File: config.mk
export PLATFORM = sky130hd
export DESIGN_NAME = qbrs_fifo
export DESIGN_NICKNAME = d
export VERILOG_FILES = /design/src/hw/rtl/qbrs_fifo.sv
export VERILOG_INCLUDE_DIRS = /design/src /design/src/hw/rtl
export SDC_FILE = /design/constraint.sdc
export NUM_CORES = 1
export LEC_CHECK = 0
export ABC_AREA = 1
export BUFFER_PORTS_ARGS = -buffer_cell sky130_fd_sc_hd__buf_4
export CORE_ASPECT_RATIO = 0.5
export CORE_UTILIZATION = 60
export DETAILED_ROUTE_END_ITERATION = 10
export PLACE_DENSITY = 0.83
export SLEW_MARGIN = 20
export SYNTH_ARGS = -nofsm -noshare
export SYNTH_HDL_FRONTEND = slang
export SYNTH_SLANG_ARGS = --single-unit
File: constraint.sdc
create_clock -name clk -period 3.38 [get_ports clk]
set_clock_uncertainty 0.2 [all_clocks]
set_input_delay 0.169 -clock clk [delete_from_list [all_inputs] [get_ports clk]]
set_output_delay 0.169 -clock clk [all_outputs]
set_load 0.02 [all_outputs]
File: src/hw/rtl/quadratic_biquadratic_root_solver_assert.svh
// Assertion macros shared by the root solver RTL.
// Needs clk and rst_n in the scope of each use; define NO_ASSERTIONS to drop them.
`ifndef QUADRATIC_BIQUADRATIC_ROOT_SOLVER_ASSERT_SVH
`define QUADRATIC_BIQUADRATIC_ROOT_SOLVER_ASSERT_SVH
`ifndef NO_ASSERTIONS
// Same-cycle implication
`define QBRS_ASSERT_IMPL(lbl, ante, cons) \
  lbl: assert property (@(posedge clk) disable iff (!rst_n) (ante) |-> (cons)) \
    else $error("same-cycle check failed");
// Next-cycle implication
`define QBRS_ASSERT_NEXT(lbl, ante, cons) \
  lbl: assert property (@(posedge clk) disable iff (!rst_n) (ante) |=> (cons)) \
    else $error("next-cycle check failed");
`else
`define QBRS_ASSERT_IMPL(lbl, ante, cons)
`define QBRS_ASSERT_NEXT(lbl, ante, cons)
`endif
`endif

File: src/hw/rtl/qbrs_fifo.sv
// Small register queue that decouples the front end from the arithmetic pipeline.
// Standalone; uses the assertion macro header.
`timescale 1ns / 1ps
`include "quadratic_biquadratic_root_solver_assert.svh"
module qbrs_fifo #(
  parameter int WIDTH = 8,
  parameter int DEPTH = 4
) (
  input  logic             clk,
  input  logic             rst_n,
  input  logic             in_vld,
  output logic             in_rdy,
  input  logic [WIDTH-1:0] in_data,
  output logic             out_vld,
  input  logic             out_rdy,
  output logic [WIDTH-1:0] out_data
);

  localparam int AW = $clog2(DEPTH);

  logic [WIDTH-1:0] mem_r [DEPTH];
  logic [AW-1:0]    wp_r;
  logic [AW-1:0]    rp_r;
  logic [AW:0]      cnt_r;
  logic             push;
  logic             pop;

  assign in_rdy   = (cnt_r != AW'(0) + (AW+1)'(DEPTH)) ;
  assign out_vld  = (cnt_r != '0);
  assign push     = in_vld && in_rdy;
  assign pop      = out_vld && out_rdy;
  assign out_data = mem_r[rp_r];

  // store an item
  always_ff @(posedge clk) begin
    if (push) begin
      mem_r[wp_r] <= in_data;
    end
  end

  // advance pointers and fill count
  always_ff @(posedge clk) begin
    if (!rst_n) begin
      wp_r  <= '0;
      rp_r  <= '0;
      cnt_r <= '0;
    end else begin
      if (push) begin
        wp_r <= wp_r + 1'b1;
      end
      if (pop) begin
        rp_r <= rp_r + 1'b1;
      end
      if (push && !pop) begin
        cnt_r <= cnt_r + 1'b1;
      end else if (pop && !push) begin
        cnt_r <= cnt_r - 1'b1;
      end
    end
  end

  `QBRS_ASSERT_IMPL(a_fifo_bound, 1'b1, cnt_r <= (AW+1)'(DEPTH))
  `QBRS_ASSERT_NEXT(a_fifo_inc, push && !pop, cnt_r == $past(cnt_r) + 1'b1)
  `QBRS_ASSERT_NEXT(a_fifo_dec, pop && !push, cnt_r == $past(cnt_r) - 1'b1)

endmodule

==> results.sh <==
export IMPL_worst_hold_slack_ns=0.0129
export IMPL_die_h_um=39.5
export IMPL_final_layout_size_suffix_gt1_share_pct=20.3
export IMPL_p_sw_mw=0.496
export IMPL_core_area_um2=2640
export IMPL_drc_errors=2
export IMPL_worst_slew_pin_slew_ns=0.809
export IMPL_stdcell_area_um2=2060
export IMPL_clkPwrFrac_pct=20.1
export IMPL_gp_congestion=0.731
export IMPL_critPathArrivalTime_ns=1.77
export IMPL_synthCells=144
export IMPL_synthSimpleGateAreaFrac_pct=12.5
export IMPL_place_hpwl_um=1880
export IMPL_fp_dieW_um=77.0
export IMPL_area_growth_pct=22.0
export IMPL_synthesis_area_um2=1690
export IMPL_die_area_um2=3040
export IMPL_clkTransAtPathRegs_ns=0.07
export IMPL_synth_xor_area_share_pct=0.519
export IMPL_yosys_top_cells_area="edfxtp_1 57%, dfxtp_1 11%, nor2_1 6.2%"
export IMPL_synth_distinct_cells=19
export IMPL_hold_viol_final=0
export IMPL_synth_fa_ha_area_share_pct=4.89
export IMPL_crit_type="reg2out"
export IMPL_htree_num_levels=2
export IMPL_ys_warn_count=0
export IMPL_num_antenna_cells=0
export IMPL_fin_nets=199
export IMPL_critPathSlowestCell="dfxtp_1"
export IMPL_hp_class="in2reg"
export IMPL_antenna_left=0
export IMPL_p_leak_nw=0.797
export IMPL_initial_core_util_pct=64.1
export IMPL_fin_crit_ns=2.14
export IMPL_cts_made_buffers=5
export IMPL_cap_viol_max_count=0
export IMPL_antenna_found_initial=0
export IMPL_ios=22
export IMPL_fin_cells=219
export IMPL_fmax_mhz=467
export IMPL_setup_slack_ns=1.24
export IMPL_p_int_mw=0.959
export IMPL_worstSkewPairLatency_ns=0.28
export IMPL_startpoint_type="flop"
export IMPL_finalSetupViolCount=0
export IMPL_slew_viol_final=0
export IMPL_drt_pre_antenna_iters=7
export IMPL_cts_setup_buffers=0
export IMPL_synth_seq_cells=41
export IMPL_ctsRootBufferMaster="clkbuf_8"
export IMPL_overflow=0
export IMPL_synth_nets=162
export IMPL_drt_iter0_markers=104
export IMPL_dp_cells=200
export IMPL_vias=1149
export IMPL_grt_pass1_vias=1048
export IMPL_vias_per_cell=5.25
export IMPL_grt_pass1_wl_um=4530
export IMPL_synth_top_family_by_area="simple AND/OR/NAND/NOR gates"
export IMPL_finalCritPeriodShare_pct=63.3
export IMPL_required_ns=3.01
export IMPL_violations="DRC"
export IMPL_switching_share_pct=34.1
export IMPL_power_frac_comb_pct=33.2
export IMPL_synth_compound_area_share_pct=9.56
export IMPL_path_cells="inv_2, o21ai_0, o22ai_1, buf_4"
export IMPL_place_area_um2=1870
export IMPL_cts_num_sinks=41
export IMPL_rsz0062_at_grt="no"
export IMPL_seqPwrFrac_pct=46.8
export IMPL_grt_max_degree=18
export IMPL_yosysSeqAreaShare_pct=67.6
export IMPL_maxSlewHeadroom_pct=45.9
export IMPL_tritoncts="done"
export IMPL_routed_wl_um=3050
export IMPL_worst_setup_path_end_kind="output port"
export IMPL_utilization_pct=78.2
export IMPL_synth_area_leader_cell="edfxtp_1"
export IMPL_postSynthAreaPerCell_um2=11.7
export IMPL_groute_usage_overall_pct=21.2
export IMPL_p_per_area_nw_per_um2=706
export IMPL_post_place_ws_ns=1.35
export IMPL_fillCellCount=162
export IMPL_status="finished with violations"
export IMPL_cts_max_path_buffers=2
export IMPL_max_vdd_ir_drop_mv=0.451
export IMPL_setup_tns_ns=0
export IMPL_cp_slowest_stage_delay_ns=0.71
export IMPL_row_count=13
export IMPL_port_buffers=21
export IMPL_synth_mux_area_share_pct=0
export IMPL_cp_max_fo=17
export IMPL_wl_per_cell_um=13.9
export IMPL_yosysTopAreaCellShare_pct=56.9
export IMPL_finalPower_mw=1.45
[cell usage after synthesis]
| cell type | number |
|---|---|
| nor2_1 | 28 |
| o21ai_1 | 1 |
| nand2_2 | 4 |
| o22ai_1 | 8 |
| buf_6 | 2 |
| edfxtp_1 | 32 |
| nand3b_1 | 1 |
| inv_2 | 2 |
| o21ai_0 | 13 |
| nand2_1 | 11 |
| nand3_1 | 4 |
| nor2_2 | 2 |
| inv_1 | 14 |
| a21oi_1 | 3 |
| fa_1 | 1 |
| ha_1 | 5 |
| o21ai_2 | 3 |
| xor2_1 | 1 |
| dfxtp_1 | 9 |
[kinds of logic (layout without fill, tap and decap cells)]
family,count (synthesis),count (layout)
DFF,41,41
adders and majority gates,6,6
and+or+nand+nor,50,50
AOI/OAI and AO/OA,28,28
xor gates and xnor gates,1,1
buffers and inverters,18,56
[final timing paths]
kind                               endpoint  depth (start not counted)      from  slack [ns]
worst max-delay path            out_data[4]                          4      flop        1.24
worst min-delay path                rp_r[1]                          3   out_rdy        0.01
worst max register to register     cnt_r[1]                          9  cnt_r[1]        1.33
worst min register to register      rp_r[1]                          2   rp_r[1]        0.31
[critical path, delay by kind of cell, from the launching register on]
family          cells  cell delay [ns]
compound gates      2             0.34
buf+inv             2             0.44
flops               1             0.71
[power groups by stage]
| stage | combinational (mW) | clock (mW) | sequential (mW) |
|---|---|---|---|
| detailed placement | 0.466 | 0 | 0.691 |
| global placement | 0.451 | 0 | 0.687 |
| finish | 0.482 | 0.292 | 0.680 |
| CTS | 0.480 | 0.293 | 0.679 |
| global route | 0.530 | 0.314 | 0.688 |
| floorplan | 0.336 | 0 | 0.666 |
[cell type report]
cell class / count / area [um2] / area share (%)
timing repair buffer: 32 / 268 / 13.0
tap: 37 / 46.3 / 2.25
multi-input combinational: 85 / 464 / 22.5
sequential: 41 / 1140 / 55.4
inverter: 16 / 60.1 / 2.92
clock buffer: 8 / 80.1 / 3.89
[layer usage]
metal / track usage (%) / part of all wire [%]
met1: 24.0 / 44
met2: 39.3 / 52
met3: 7.21 / 3.6
met4: 7.08 / 0.52
met5: 0 / 0
[sequential cells by signal (all words and copies together), names as in the netlist, named ones only]
register / cells
cnt_r: 3
wp_r: 2
rp_r: 2
mem_r: 32
[cells in the final DEF (no fill, tap or decap)]
cell,count
edfxtp_1,32
o21ai_0,13
clkbuf_8,5
ha_1,5
xor2_1,1
o22ai_1,8
inv_1,14
dfxtp_1,9
o21ai_1,1
inv_2,2
fa_1,1
buf_4,21
clkbuf_1,3
dlygate4sd3_1,11
a21oi_1,3
nand2_1,11
nand2_2,4
nor2_2,2
nand3b_1,1
o21ai_2,3
nand3_1,4
nor2_1,28
[timing repair]
item | 4_1_cts | 5_1_grt
endpoints found under the hold margin | 36 | 0
gates resized for setup | 0 | 0
setup endpoints to repair | 0 | 0
hold buffers | 11 | 0
Power figures use the tool's default switching activity.
