--- src/hw/rtl/quadratic_biquadratic_root_solver_assert.svh ---
// Assertion macros shared by the root solver RTL.
// Needs clk and rst_n in the scope of each use; define NO_ASSERTIONS to drop them.
`ifndef QUADRATIC_BIQUADRATIC_ROOT_SOLVER_ASSERT_SVH
`define QUADRATIC_BIQUADRATIC_ROOT_SOLVER_ASSERT_SVH
`ifndef NO_ASSERTIONS
// Same-cycle implication
`define QBRS_ASSERT_IMPL(lbl, ante, cons) \
  lbl: assert property (@(posedge clk) disable iff (!rst_n) (ante) |-> (cons)) \
    else $error("same-cycle check failed");
// Next-cycle implication
`define QBRS_ASSERT_NEXT(lbl, ante, cons) \
  lbl: assert property (@(posedge clk) disable iff (!rst_n) (ante) |=> (cons)) \
    else $error("next-cycle check failed");
`else
`define QBRS_ASSERT_IMPL(lbl, ante, cons)
`define QBRS_ASSERT_NEXT(lbl, ante, cons)
`endif
`endif

--- src/hw/rtl/qbrs_front.sv ---
// Front end of the root solver: input register, sign/magnitude split and a-is-zero check.
// Standalone; feeds qbrs_fifo.
`timescale 1ns / 1ps
module qbrs_front #(
  parameter int W = 32
) (
  input  logic                 clk,
  input  logic                 rst_n,
  input  logic                 in_valid,
  output logic                 in_ready,
  input  logic [W-1:0]         in_coef_a,
  input  logic [W-1:0]         in_coef_b,
  input  logic [W-1:0]         in_coef_c,
  input  logic                 in_mode,
  output logic                 f_vld,
  input  logic                 f_rdy,
  output logic [3*W+4:0]       f_item
);

  // layout shared with qbrs_back
  typedef struct packed {
    logic         azero;
    logic         mode;
    logic         an;
    logic         bn;
    logic         cn;
    logic [W-1:0] am;
    logic [W-1:0] bm;
    logic [W-1:0] cm;
  } item_t;

  logic  fv_r;
  item_t fitem_r;
  item_t fitem_nxt;
  logic  take;

  assign in_ready = !fv_r || f_rdy;
  assign take     = in_valid && in_ready;

  // split into sign and magnitude, flag a zero
  always_comb begin
    fitem_nxt.azero = (in_coef_a == '0);
    fitem_nxt.mode  = in_mode;
    fitem_nxt.an    = in_coef_a[W-1];
    fitem_nxt.bn    = in_coef_b[W-1];
    fitem_nxt.cn    = in_coef_c[W-1];
    fitem_nxt.am    = in_coef_a[W-1] ? ('0 - in_coef_a) : in_coef_a;
    fitem_nxt.bm    = in_coef_b[W-1] ? ('0 - in_coef_b) : in_coef_b;
    fitem_nxt.cm    = in_coef_c[W-1] ? ('0 - in_coef_c) : in_coef_c;
  end

  // hold the item until the queue takes it
  always_ff @(posedge clk) begin
    if (!rst_n) begin
      fv_r <= 1'b0;
    end else if (take) begin
      fv_r <= 1'b1;
    end else if (f_rdy) begin
      fv_r <= 1'b0;
    end
  end

  always_ff @(posedge clk) begin
    if (take) begin
      fitem_r <= fitem_nxt;
    end
  end

  assign f_vld  = fv_r;
  assign f_item = fitem_r;

endmodule

--- config.mk ---
export PLATFORM = sky130hd
export DESIGN_NAME = qbrs_front
export DESIGN_NICKNAME = d
export VERILOG_FILES = /design/src/hw/rtl/quadratic_biquadratic_root_solver_assert.svh /design/src/hw/rtl/qbrs_front.sv
export SDC_FILE = /design/constraint.sdc
export NUM_CORES = 1
export LEC_CHECK = 0
export ABC_CLOCK_PERIOD_IN_PS = 7600
export BUFFER_PORTS_ARGS = -buffer_cell sky130_fd_sc_hd__buf_2
export CAP_MARGIN = 20
export CORE_MARGIN = 2
export CORE_UTILIZATION = 53
export DETAILED_ROUTE_END_ITERATION = 10
export PLACE_DENSITY = 0.86
export SLEW_MARGIN = 20
export SYNTH_ARGS = -nofsm -noshare
export SYNTH_HDL_FRONTEND = slang
export SYNTH_SLANG_ARGS = --single-unit
--- constraint.sdc ---
create_clock -name clk -period 7.6 [get_ports clk]
set_clock_uncertainty 0.05 [all_clocks]
set_input_delay 0.38 -clock clk [delete_from_list [all_inputs] [get_ports clk]]
set_output_delay 0.38 -clock clk [all_outputs]
set_load 0.01 [all_outputs]
==> impl_metrics.py, run 1 <==
metrics = {
    "outcome": {
        "run_status": "finished, final reports clean",
    },
    "sta": {
        "max_slew.worst_pin.slew_ns": 0.934,
        "fmax_ghz": 0.421,
        "slew_viol_final": 0,
        "hold_viol": 0,
        "fin_tns_setup_ns": 0,
        "setup_viol": 0,
        "maxSlewHeadroom_pct": 37.8,
        "fin_crit_sh_pct": 31.2,
        "rsz0062_at_grt": "false",
        "min_period_ns": 2.37,
        "hold-worst-slack_ns": 0.135,
    },
    "detailed_routing": {
        "drtAntennaViolNets": 0,
        "drc_errors": 0,
        "vias": 4365,
        "wl_per_cell_um": 17.2,
        "firstDrtPassIters": 5,
        "drt_iter0_markers": 301,
        "vias_per_cell": 5.78,
        "routed_wl_um": 13000,
    },
    "power": {
        "peakVddDrop_v": 0.000109,
        "power_density_mw_per_mm2": 192,
        "leakage_nw": 2.44,
        "power_w": 0.00127,
    },
    "cells_and_area": {
        "diodes": 0,
        "register_area_sq_mm": 0.00305,
        "fin_nets": 724,
        "layout_commonest_cell": "buf_2",
        "syn_to_final_growth_pct": 25.4,
        "fillCellCount": 703,
        "final_cell_mix": "buf_2, edfxtp_1, xnor2_1, o31ai_1, nand2_1",
        "multi_input_area_sq_mm": 0.00213,
        "drive_gt1_share_pct": 36.7,
    },
    "clock_tree": {
        "cts.path.max_buffers": 2,
        "cts_resized": 0,
        "cts_root_buf": "clkbuf_8",
        "clkSinkCount": 102,
        "holdBufCountCts": 0,
        "cts_setup_buffers": 0,
        "cts_tree": "yes",
        "htree_levels": 3,
        "clk_pin_slew_ns": 0.09,
        "clk_latency_ns": 0.36,
        "cts_buffers": 9,
    },
    "setup_path": {
        "crit_buf_inv": 1,
        "crit_cells": 5,
        "crit_path_start_kind": "input port",
        "required_ns": 7.66,
        "max_stage_delay_ns": 0.64,
        "worst-r2r-cell-count": 3,
        "crit_path_max_fanout": 11,
        "r2r_slack_ns": 5.50,
        "critPathArrivalTime_ns": 2.43,
        "cp_cell_sequence": "buf_2, nor4_1, nand3b_1, o41ai_1, xnor2_1",
        "endpoint_kind": "flop",
        "crit_type": "in2reg",
        "reg2reg_from": "f_vld$_SDFFE_PN0P_",
        "cp_top_family": "simple AND/OR/NAND/NOR gates",
        "timing.rr.end": "f_item[83]$_DFFE_PP_",
        "critPathLaunch": "in_coef_a[11]",
        "endpoint": "f_item[91]$_DFFE_PP_",
        "critical-path-slowest-cell": "o41ai_1",
    },
    "grt": {
        "grt_max_degree": 74,
        "gr-total-overflow": 0,
        "gr-usage-all-layers_pct": 23.7,
        "grt_pass1_wl_um": 20500,
        "first_global_vias": 4162,
        "antenna_found_initial": 0,
    },
    "place": {
        "numPortBuffers": 203,
        "globalplace.congestion": 0.878,
        "hpwl_um": 9570,
    },
    "floorplanning": {
        "coreArea_sq_mm": 0.00973,
        "die-area_sq_mm": 0.0108,
        "num_rows": 36,
        "dieWidth_um": 104,
        "die_h_um": 104,
        "pin_count": 204,
        "start_util_pct": 54.3,
    },
    "worst_hold_path": {
        "holdCritPathClass": "in2reg",
    },
    "yosys": {
        "synth_cell_types": 31,
        "synth_warnings": 0,
        "synth_nets": 524,
        "synth_area_sq_mm": 0.00528,
        "avgSynthCellArea_sq_um": 12.7,
        "netlist_instances": 417,
        "synth_seq_area_share_pct": 57.8,
        "synth-seq-cells": 102,
    },
    "flow_run": {
        "maxCapViolations": 0,
    },
}
==> cells by family (layout without fill, tap and decap cells) <==
kind of cell    Yosys count  in the layout  share of synthesized area [%]
compound gates           79             79                           11.6
xor+xnor                 87             87                           14.4
fa+ha+maj                 6              6                           1.42
buf+inv                  25            230                           1.97
flops                   102            102                           57.8
simple gates            118            118                           12.8
==> flip-flops by register name, indices dropped and copies added, names as in the netlist <==
signal,count
f_item,101
f_vld,1
==> worst min path at each step <==
| stage | from | endpoint | slack, ns | cells past startpoint |
|---|---|---|---|---|
| after detailed placement | f_vld$_SDFFE_PN0P_ | f_vld$_SDFFE_PN0P_ | 0.50 | 2 |
| after CTS | in_mode | f_item[99]$_DFFE_PP_ | 0.12 | 1 |
| after global routing | in_mode | f_item[99]$_DFFE_PP_ | 0.12 | 1 |
| final | in_mode | f_item[99]$_DFFE_PP_ | 0.14 | 1 |
| after floorplan | in_coef_c[0] | f_item[0]$_DFFE_PP_ | 0.43 | 0 |
| after global placement | f_vld$_SDFFE_PN0P_ | f_vld$_SDFFE_PN0P_ | 0.47 | 2 |
==> power by group <==
part / internal [W] / switching [W] / total [W]
combinational: 0.0000926 / 0.000126 / 0.000218
sequential: 0.000676 / 0.0000111 / 0.000687
clock: 0.000185 / 0.000183 / 0.000368
total: 0.000954 / 0.000320 / 0.00127
==> stage by stage <==
step / util (%) / cells / area (sq um) / setup slack [ns]
2_1_floorplan: - / 417 / 5280 / 4.15
3_3_place_gp: 65.9 / 739 / 6410 / 5.01
3_5_place_dp: 65.9 / 739 / 6410 / 4.92
4_1_cts: 68.1 / 755 / 6620 / 5.33
5_1_grt: 68.1 / 755 / 6620 / 5.06
6_report: 68.1 / 755 / 6620 / 5.23
==> synth_stat cells (all sizes together) <==
cell	instances	share of area (%)
dfxtp	1	0.38
or4	10	1.6
nor3b	1	0.14
or2	3	0.36
ha	6	1.4
nand4b	4	0.66
nand4	4	0.47
edfxtp	101	57
a21boi	1	0.14
o31ai	35	5.0
and2	1	0.12
nand3	8	0.76
nor2	9	0.64
and3	1	0.12
nand2b	11	1.3
inv	10	0.71
buf	4	0.47
nor4	17	2.0
nand2	24	1.7
nor3	6	0.57
xnor2	87	14
o41ai	23	4.6
nand3b	6	0.85
o21ai	20	1.9
or3	13	1.5
clkbuf	11	0.78
==> metal layers <==
metal  track usage [%]  vias up  share of wire (%)
met1              28.4     2078                 39
met4              10.0        0                2.7
met3              5.73       35                8.4
met2              40.6      242                 50
li1                  -     2010                  -
met5                 0        -                  0
==> final cells by class <==
cell class	instances	share of cell area, %
Clock inverter	6	1.30
Multi-Input combinational cell	290	32.1
Inverter	10	0.567
Tap cell	133	2.51
Clock buffer	10	1.93
Timing Repair Buffer	204	15.5
Sequential cell	102	46.1
Note: power is estimated with default switching activity, not from simulation.
==> run 2, diff against run 1 <==
Settings changed: ABC_CLOCK_PERIOD_IN_PS 7600 to 2350, CORE_UTILIZATION 53 to 49, PLACE_DENSITY 0.86 to 0.8.
Clock period 7.6 ns to 2.35 ns, I/O delays scaled along.
==> impl_metrics.py, run 2 (synthesis results as in run 1) <==
metrics = {
    "outcome": {
        "run_status": "finished, final reports clean",
    },
    "setup_path": {
        "crit_path_max_fanout": 12,
        "critical-path-slowest-cell": "or4_4",
        "crit_type": "in2reg",
        "reg2reg_from": "f_vld$_SDFFE_PN0P_",
        "crit_path_start_kind": "input port",
        "max_stage_delay_ns": 0.54,
        "worst-r2r-cell-count": 3,
        "r2r_slack_ns": 0.82,
        "required_ns": 2.41,
        "endpoint_kind": "flop",
        "cp_cell_sequence": "dlygate4sd3_1, buf_2, or2_2, or4_4, o41ai_1, xnor2_1",
        "critPathArrivalTime_ns": 2.23,
        "crit_buf_inv": 2,
        "cp_top_family": "simple AND/OR/NAND/NOR gates",
        "timing.rr.end": "f_item[32]$_DFFE_PP_",
    },
    "detailed_routing": {
        "vias_per_cell": 5.54,
        "drtAntennaViolNets": 0,
        "routed_wl_um": 13000,
        "firstDrtPassIters": 4,
        "drt_iter0_markers": 246,
        "drc_errors": 0,
        "wl_per_cell_um": 16.6,
        "vias": 4333,
    },
    "sta": {
        "min_period_ns": 2.16,
        "hold_viol": 0,
        "setup_viol": 0,
        "max_slew.worst_pin.slew_ns": 0.668,
        "fin_crit_sh_pct": 92.1,
        "fin_tns_setup_ns": 0,
        "maxSlewHeadroom_pct": 55.1,
        "rsz0062_at_grt": "false",
        "slew_viol_final": 0,
        "fmax_ghz": 0.462,
    },
    "grt": {
        "grt_max_degree": 50,
        "gr-total-overflow": 0,
        "antenna_found_initial": 0,
        "gr-usage-all-layers_pct": 22.0,
        "grt_pass1_wl_um": 19800,
        "first_global_vias": 4082,
    },
    "cells_and_area": {
        "fin_nets": 748,
        "diodes": 0,
        "largest_reg_flops": 101,
        "fillCellCount": 809,
        "layout_commonest_cell": "buf_2",
        "drive_gt1_share_pct": 37.8,
        "syn_to_final_growth_pct": 29.7,
        "multi_input_area_sq_mm": 0.00214,
        "fin_cells": 782,
        "final_cell_mix": "buf_2, edfxtp_1, xnor2_1, o31ai_1, nand2_1",
        "fin_area_sq_mm": 0.00685,
        "register_area_sq_mm": 0.00305,
    },
    "clock_tree": {
        "cts_root_buf": "clkbuf_8",
        "cts.path.max_buffers": 2,
        "htree_levels": 3,
        "clk_pin_slew_ns": 0.09,
        "cts_buffers": 9,
        "cts_tree": "yes",
        "clkSinkCount": 102,
        "clk_latency_ns": 0.35,
    },
    "floorplanning": {
        "pin_count": 204,
        "dieWidth_um": 108,
        "start_util_pct": 50.7,
        "num_rows": 37,
        "die-area_sq_mm": 0.0116,
        "coreArea_sq_mm": 0.0104,
        "die_h_um": 108,
    },
    "power": {
        "leakage_nw": 2.55,
        "peakVddDrop_v": 0.000353,
        "power_density_mw_per_mm2": 603,
        "power_w": 0.00413,
    },
    "worst_hold_path": {
        "hp-start": "in_coef_b[26]",
        "holdPathEnd": "f_item[58]$_DFFE_PP_",
        "holdCritPathClass": "in2reg",
        "hold_depth": 2,
    },
    "place": {
        "numPortBuffers": 203,
        "place_area_sq_mm": 0.00651,
        "hpwl_um": 9910,
        "dp_cells": 753,
        "globalplace.congestion": 0.854,
    },
    "flow_run": {
        "maxCapViolations": 0,
    },
}
run 2: per-stage QoR:
stage | setup WS [ns] | utilization (%) | hold slack (ns)
after global routing | 0.106 | 65.8 | 0.00285
after floorplan | 0.0954 | - | 0.166
final | 0.185 | 65.8 | 0.0175
after detailed placement | 0.0560 | 62.5 | 0.250
after CTS | 0.115 | 65.4 | 0.00294
after global placement | 0.132 | 62.5 | 0.249
run 2: power by group:
part           total [W]  internal (W)  switching (W)
sequential       0.00222       0.00219      0.0000372
clock            0.00118      0.000599       0.000580
combinational   0.000729      0.000321       0.000408
run 2: how the worst max path moves through the flow:
stage                            start                   end  slack (ns)  cells after the start
finish                    in_coef_a[0]  f_item[91]$_DFFE_PP_        0.19                      6
global route              in_coef_a[0]  f_item[91]$_DFFE_PP_        0.11                      6
CTS                      in_coef_a[11]  f_item[87]$_DFFE_PP_        0.12                      7
detailed placement        in_coef_a[5]  f_item[87]$_DFFE_PP_        0.06                      5
global placement          in_coef_a[5]  f_item[87]$_DFFE_PP_        0.13                      5
floorplan           f_vld$_SDFFE_PN0P_   f_item[0]$_DFFE_PP_         0.1                      2
run 2: layer usage:
layer | wire length [um] | global-route usage, %
met5 | 0 | 0
met4 | 251 | 9.62
met3 | 935 | 3.75
met2 | 6500 | 36.5
met1 | 5300 | 28.3
run 2: what timing repair did:
action	CTS	global route
setup endpoints to repair	0	4
hold buffers	9	1
buffers inserted	0	3
resized for setup	0	1
endpoints found under the hold margin	8	1
run 2: layout make-up:
cell class / count / share of cell area (%)
sequential: 102 / 44.5
clock buffer: 10 / 1.86
multi-input combinational: 290 / 31.2
clock inverter: 6 / 1.26
tap: 136 / 2.48
inverter: 10 / 0.548
timing repair buffer: 228 / 18.1
